**src/design/ptup_pkg.sv**
```systemverilog
// ptup_pkg: shared types and constants for the per-task usage and peak table
// holds the event mode codes and the packed input and result transfer types
// no dependencies
`default_nettype none

package ptup_pkg;

    localparam int unsigned ID_W  = 8;
    localparam int unsigned AMT_W = 32;

    // event mode codes
    typedef enum logic [1:0] {
        MODE_INC = 2'd0,
        MODE_DEC = 2'd1,
        MODE_CLR = 2'd2,
        MODE_QRY = 2'd3
    } t_mode;

    // one input event
    typedef struct packed {
        t_mode             mode;
        logic [ID_W-1:0]   task_id;
        logic [AMT_W-1:0]  amount;
    } t_in_item;

    // one result
    typedef struct packed {
        logic [AMT_W-1:0]  task_used;
        logic [AMT_W-1:0]  task_peak;
        logic [AMT_W-1:0]  total_used;
        logic [AMT_W-1:0]  total_peak;
        logic              refused;
    } t_out_item;

    // one table entry as held in memory
    typedef struct packed {
        logic [AMT_W-1:0]  used;
        logic [AMT_W-1:0]  peak;
    } t_entry;

endpackage

`default_nettype wire

```
**src/design/per_task_usage_peak_table_core.sv**
```systemverilog
// per_task_usage_peak_table_core: per-task memory usage and peak accounting table
// one synchronous entry memory with read-modify-write, plus total usage and peak registers
// depends on ptup_pkg
//
// Usage: events enter on the input channel (i_valid, o_stall, i_item) and
// each event gives exactly one result on the output channel (o_valid,
// i_stall, o_result). A transfer happens on a rising edge with valid high
// and stall low.
// Timing: the entry memory is read at the edge that takes the event; the entry
// is updated, written back and the result register loaded at the edge that
// ends the update, which a stalled, full result register can hold back.
// Events are taken one at a time: the next waits until the last update is
// done, set by the single-port read then write of the entry memory.
// The result register parts the channels: a new event is taken while a
// finished result still waits. If the receiver stalls and the result
// register is still full when the next update is ready, the update waits
// and o_stall stays high until the result register is free.
// Reset clears the totals and the per-entry valid flags at once, so every
// entry reads as zero after reset; no clearing pass is needed.
`default_nettype none

module per_task_usage_peak_table_core
    import ptup_pkg::*;
#(
    parameter int unsigned TASK_ENTRIES = 32
) (
    input  wire logic      i_clk,
    input  wire logic      i_rst_n,
    input  wire logic      i_valid,
    output logic           o_stall,
    input  wire t_in_item  i_item,
    output logic           o_valid,
    input  wire logic      i_stall,
    output t_out_item      o_result
);

    localparam int unsigned IDX_W = (TASK_ENTRIES > 1) ? $clog2(TASK_ENTRIES) : 1;
    localparam logic [ID_W:0] LAST_ID = (ID_W+1)'(TASK_ENTRIES - 1);
    localparam logic [AMT_W-1:0] SAT_MAX = {AMT_W{1'b1}};

    // state
    t_entry                  r_mem [TASK_ENTRIES];
    logic [TASK_ENTRIES-1:0] r_valid;
    t_entry                  r_rd_entry;
    logic                    r_rd_valid;
    logic                    r_busy;
    t_in_item                r_op;
    logic [IDX_W-1:0]        r_idx;
    logic [AMT_W-1:0]        r_sum_used;
    logic [AMT_W-1:0]        r_sum_peak;
    logic                    r_out_valid;
    t_out_item               r_out;

    logic                    accept;
    logic                    done;
    logic                    out_xfer;
    logic [IDX_W-1:0]        in_idx;
    logic [AMT_W-1:0]        cur_used;
    logic [AMT_W-1:0]        cur_peak;
    logic [AMT_W:0]          ent_sum;
    logic [AMT_W:0]          tot_sum;
    logic [AMT_W-1:0]        inc_used;
    logic [AMT_W-1:0]        inc_total;
    logic                    refuse;
    logic [AMT_W-1:0]        n_used;
    logic [AMT_W-1:0]        n_peak;
    logic [AMT_W-1:0]        n_sum_used;
    logic [AMT_W-1:0]        n_sum_peak;
    logic                    mem_we;

    // handshake
    assign accept   = i_valid && !r_busy;
    assign done     = r_busy && (!r_out_valid || !i_stall);
    assign out_xfer = r_out_valid && !i_stall;
    assign o_stall  = r_busy;
    assign o_valid  = r_out_valid;
    assign o_result = r_out;

    // clamp task id to the last entry
    always_comb begin
        if ({1'b0, i_item.task_id} > LAST_ID) begin
            in_idx = IDX_W'(LAST_ID);
        end else begin
            in_idx = IDX_W'(i_item.task_id);
        end
    end

    // entry read at transfer, entries never written read as zero
    always_ff @(posedge i_clk) begin
        if (accept) begin
            r_rd_entry <= r_mem[in_idx];
            r_rd_valid <= r_valid[in_idx];
            r_op       <= i_item;
            r_idx      <= in_idx;
        end
    end

    assign cur_used = r_rd_valid ? r_rd_entry.used : '0;
    assign cur_peak = r_rd_valid ? r_rd_entry.peak : '0;

    // saturating sums for increase
    assign ent_sum   = {1'b0, cur_used} + {1'b0, r_op.amount};
    assign tot_sum   = {1'b0, r_sum_used} + {1'b0, r_op.amount};
    assign inc_used  = ent_sum[AMT_W] ? SAT_MAX : ent_sum[AMT_W-1:0];
    assign inc_total = tot_sum[AMT_W] ? SAT_MAX : tot_sum[AMT_W-1:0];

    // entry and total update
    always_comb begin
        n_used     = cur_used;
        n_peak     = cur_peak;
        n_sum_used = r_sum_used;
        n_sum_peak = r_sum_peak;
        refuse     = 1'b0;
        mem_we     = 1'b0;
        case (r_op.mode)
            MODE_INC: begin
                mem_we     = 1'b1;
                n_used     = inc_used;
                n_peak     = (inc_used > cur_peak) ? inc_used : cur_peak;
                n_sum_used = inc_total;
                n_sum_peak = (inc_total > r_sum_peak) ? inc_total : r_sum_peak;
            end
            MODE_DEC: begin
                if (cur_used != '0 && cur_used < r_op.amount) begin
                    refuse = 1'b1;
                end else begin
                    mem_we     = 1'b1;
                    n_used     = (cur_used != '0) ? cur_used - r_op.amount : cur_used;
                    n_sum_used = (r_sum_used < r_op.amount) ? '0
                                                            : r_sum_used - r_op.amount;
                end
            end
            MODE_CLR: begin
                mem_we = 1'b1;
                n_used = '0;
                n_peak = '0;
            end
            default: begin
            end
        endcase
    end

    // write back entry
    always_ff @(posedge i_clk) begin
        if (done && mem_we) begin
            r_mem[r_idx] <= '{used: n_used, peak: n_peak};
        end
    end

    // control state and totals
    always_ff @(posedge i_clk) begin
        if (!i_rst_n) begin
            r_valid     <= '0;
            r_busy      <= 1'b0;
            r_sum_used  <= '0;
            r_sum_peak  <= '0;
            r_out_valid <= 1'b0;
        end else begin
            if (accept) begin
                r_busy <= 1'b1;
            end else if (done) begin
                r_busy <= 1'b0;
            end
            if (done) begin
                r_sum_used <= n_sum_used;
                r_sum_peak <= n_sum_peak;
                if (mem_we) begin
                    r_valid[r_idx] <= 1'b1;
                end
            end
            if (done) begin
                r_out_valid <= 1'b1;
            end else if (out_xfer) begin
                r_out_valid <= 1'b0;
            end
        end
    end

    // result register
    always_ff @(posedge i_clk) begin
        if (done) begin
            r_out.task_used  <= n_used;
            r_out.task_peak  <= n_peak;
            r_out.total_used <= n_sum_used;
            r_out.total_peak <= n_sum_peak;
            r_out.refused    <= refuse;
        end
    end

    // checks
    a_accept_busy: assert property (@(posedge i_clk) disable iff (!i_rst_n)
        accept |=> r_busy)
        else $error("event taken without starting an update");

    a_total_peak: assert property (@(posedge i_clk) disable iff (!i_rst_n)
        r_sum_peak >= r_sum_used)
        else $error("total peak below total usage");

    a_result_held: assert property (@(posedge i_clk) disable iff (!i_rst_n)
        (r_out_valid && i_stall && !done) |=> (r_out_valid && $stable(r_out)))
        else $error("stalled result lost or changed");

    a_refuse_keeps: assert property (@(posedge i_clk) disable iff (!i_rst_n)
        (done && refuse) |=> (r_sum_used == $past(r_sum_used)))
        else $error("refused decrease changed total usage");

    a_done_one_result: assert property (@(posedge i_clk) disable iff (!i_rst_n)
        done |=> (r_out_valid && !r_busy))
        else $error("update finished without a result");

endmodule

`default_nettype wire
```
**config.mk**
```make
export PLATFORM = sky130hd
export DESIGN_NAME = per_task_usage_peak_table_core
export DESIGN_NICKNAME = d
export VERILOG_FILES = /design/src/design/ptup_pkg.sv /design/src/design/per_task_usage_peak_table_core.sv
export SDC_FILE = /design/constraint.sdc
export NUM_CORES = 2
export LEC_CHECK = 0
export BUFFER_PORTS_ARGS = -buffer_cell sky130_fd_sc_hd__clkbuf_2
export CAP_MARGIN = 20
export CORE_MARGIN = 3
export CORE_UTILIZATION = 65
export CTS_CLUSTER_SIZE = 30
export DETAILED_ROUTE_END_ITERATION = 16
export MAX_ROUTING_LAYER = met4
export PLACE_DENSITY = 0.82
export SKIP_CTS_REPAIR_TIMING = 1
export SYNTH_ARGS = -nofsm -noshare
export SYNTH_HDL_FRONTEND = slang
export SYNTH_SLANG_ARGS = --single-unit
```
**constraint.sdc**
```tcl
create_clock -name i_clk -period 12.8 [get_ports i_clk]
set_input_delay 1.28 -clock i_clk [delete_from_list [all_inputs] [get_ports i_clk]]
set_output_delay 1.28 -clock i_clk [all_outputs]
set_load 0.005 [all_outputs]
```
==> results.md <==
* Initial core utilization at between 60% and 70%
* CTS tree: built
* Antenna violations before repair at 12
* Post-synthesis mux area share at 0.0422%
* Commonest cells post-synth: edfxtp_1, nand2_1, clkbuf_1
* Yosys cell types at between 90 and 100
* Max Transition Viols Final at 0
* CP max FO at 45
* Setup Skew at between 0.09 and 0.1 ns
* Post-synthesis cell count at 7760
* GP Congestion at roughly 1
* Post-synthesis sequential area ratio at a little over two thirds
* Simple-gate share of the synthesized area at between 10 and 15%
* Status: completed
* Power density cells at ~150 mW/mm²
* Clock group share of total power at roughly 38%
* Worst EP arrival at 8.68 ns
* Vias at between 70k and 80k
* DRC at 0
* DR iter-0 viols at ~13k
* Largest net degree at the start of global routing at ~180
* Largest family of logic cells by synthesized area: compound AO/OA/AOI/OAI gates
* Hold Vio Cnt, Final at 0
* Slowest stage cell, crit path: edfxtp_1
* CP Cell Sequence: buf_4 -> and2_1 -> ha_1 -> nor2_1 -> nand2_1 -> a21oi_1 -> o311ai_2 -> o211ai_2 -> o41ai_4 -> buf_4 -> nand3_1 -> ha_1 -> a21o_1 -> a21o_1 -> a21oi_1 -> nor2_1 -> or3_1 -> a221oi_1 -> a31o_2 -> clkinv_1 -> a2bb2oi_1 -> o22ai_2
* HP Class: register to register
* Max Root-Sink Buffers at 3
* Port bufs at around 180
* Detail Route Antenna Nets at 0
* Post-synth top area cell: edfxtp_1
* Syn nets at around 8k
* Drt wl/cell at between 30 and 40 µm
* Vias per inst at between 7 and 8
* All-layer global routing usage at around two fifths
* Yosys reg bits at 2379
* Slew @ Worst Pin at around 1.2 ns
* Most common flop cell mapped by yosys: edfxtp_1
* Period utilization at a little under two thirds
* RSZ-0062 raised after global routing: false
* CTS sink cnt at between 2k and 2.5k
* Lkg Pwr at 0.0384 µW
* Die width at 400 µm
* Async S/R FF share, synth at 0%
* Most numerous cell in the Yosys netlist: edfxtp_1
* CP Launch Type: register
* Syn Area/Cell at between 10 and 15 µm²
* Fmax at between 100 and 150 MHz
* Worst vdd ir at about 0.00013 V
* Complex-gate fraction of the synthesized area at between 10 and 15%
* Die Area at between 0.15 and 0.2 mm²
* Root Driver: clkbuf_16
* Cts bufs inserted at 219
* Vias in the first global route at roughly 69k
* H-tree depth at 4
* Count of final setup violators at 0
* Layout cells sized above 1 at 10.5%
* Synth top area share at 68.0%
* EDFF count, synth at about 2.3k
* Max_slew headroom at roughly a fifth
* Reg power frac at between 50% and 60%
* First-pass GRT wire length at 445 mm
* Synth Cell Area at ~0.10 mm²
* Crit Path Category: register to register
* Finished Core Util at between 70% and 80%
* Nets@finish at roughly 8.0k
* Critical Path End Type: register
* GRT overflow at 0
* Area added between synthesis and finish at 11.1%
* Adder-Cell Fraction of Synth Area at 2.46%
* Minimum clock period at between 8 and 9 ns
* Largest cells by area after synthesis: edfxtp_1, nand2_1, o221ai_1
* Ys Warns at 0
* Switching part of the total at 24.7%
* DPL Wire Length at ~170 mm
* Die Y at between 300 and 400 µm
* Final wirelength at 310 mm
* Worst-Skew Late Latency at between 0.8 and 0.9 ns
* Drt first pass iters at 9
* Max_cap viols at 0
* Req. time, crit path at approximately 13 ns
* Final setup TNS at 0 ns
* Internal power at 13100 µW
* Switching pwr at around 4300 µW
* Core Region at between 0.15 and 0.2 mm²
* Clk slew on worst S/H paths at ~0.07 ns
* Rows at approximately 140
* Logic pwr share at a little over a tenth
* Max stage delay on crit path at a little over 1 ns
* IO Pins at approximately 180
* Post-Synth XOR/XNOR Area at less than 1%
-- cell families after synthesis --
logic type	Yosys count
adder cells (fa/ha/maj)	196
multiplexers	4
AND/OR/NAND/NOR	2367
flip-flops	2379
XOR/XNOR	100
buffers and inverters	736
AO/OA/AOI/OAI	1978
-- registers in the layout, indices dropped and copies added (netlist names) --
register	cells
r_idx	5
o_stall	1
r_rd_valid	1
o_valid	1
r_rd_entry	64
r_valid	32
r_sum_peak	32
r_sum_used	32
o_result	129
r_op	34
r_mem	2048
-- metal layers --
metal  global-route usage, %  share of wire, %
met1                    52.2                36
met4                    18.8               5.2
met2                    57.2                45
met5                       -                 0
met3                    9.13                14
-- worst paths after layout --
path / start / to / slack [ns] / depth (start not counted)
min reg2reg: r_valid[3]$_SDFFE_PN0P_ / r_valid[3]$_SDFFE_PN0P_ / 0.47 / 1
max reg2reg: r_rd_valid$_DFFE_PP_ / r_mem[24][1]$_DFFE_PP_ / 4.62 / 22
min: r_valid[3]$_SDFFE_PN0P_ / r_valid[3]$_SDFFE_PN0P_ / 0.47 / 1
max: r_rd_valid$_DFFE_PP_ / r_mem[24][1]$_DFFE_PP_ / 4.62 / 22
-- through the flow --
step,power [µW],instances,setup slack [ns],hold WS [ns],area (µm²)
final,17300,10000,4.62,0.466,112000
after detailed placement,10800,9562,4.62,0.455,104000
after floorplan,10100,7760,5.54,0.441,101000
after global placement,10700,9551,4.53,0.446,104000
after CTS,17200,9965,4.59,0.469,111000
after global routing,17800,10000,4.33,0.479,112000
-- cell type report --
class                      instances  area, µm²
antenna                           11       27.5
clock inverter                   147       1580
timing repair buffer             373       2960
multi-input combinational       4645      28100
fill                            9057      41000
inverter                         169        667
clock buffer                     256       5650
tap                             2030       2540
sequential                      2379      70500
-- layout by cell type, fill, tap and decap left out, types with 50 or more instances in the layout --
master	Yosys	layout
o22ai_1	88	69
nor2_1	383	343
clkbuf_2	0	174
o21a_1	51	51
o21ai_0	393	371
ha_1	192	192
and3_1	75	75
o221ai_1	463	463
inv_1	160	158
dfxtp_1	98	98
clkbuf_16	0	222
a311oi_1	67	66
nand2_1	1254	1254
edfxtp_1	2281	2281
a21oi_1	314	313
clkinv_1	2	59
xnor2_1	90	90
nor3_1	50	50
a31oi_1	221	221
a311o_1	66	66
nand3_1	430	429
buf_4	6	142
-- power groups by stage --
stage | clock network [µW] | registers [µW] | logic, µW
after global routing | 6850 | 8950 | 1950
after floorplan | 0 | 9110 | 1030
after CTS | 6560 | 8960 | 1700
final | 6560 | 8950 | 1820
after detailed placement | 0 | 9120 | 1680
after global placement | 0 | 9120 | 1620
-- critical path: cells and delay by family, from the launching register on --
| family | cells | cell delay, ns |
|---|---|---|
| AOI/OAI and AO/OA | 11 | 3.09 |
| adders and majority gates | 2 | 0.74 |
| buffers and inverters | 3 | 1.60 |
| DFF | 1 | 1.01 |
| and+or+nand+nor | 6 | 1.37 |
Power figures use the tool's default switching activity.
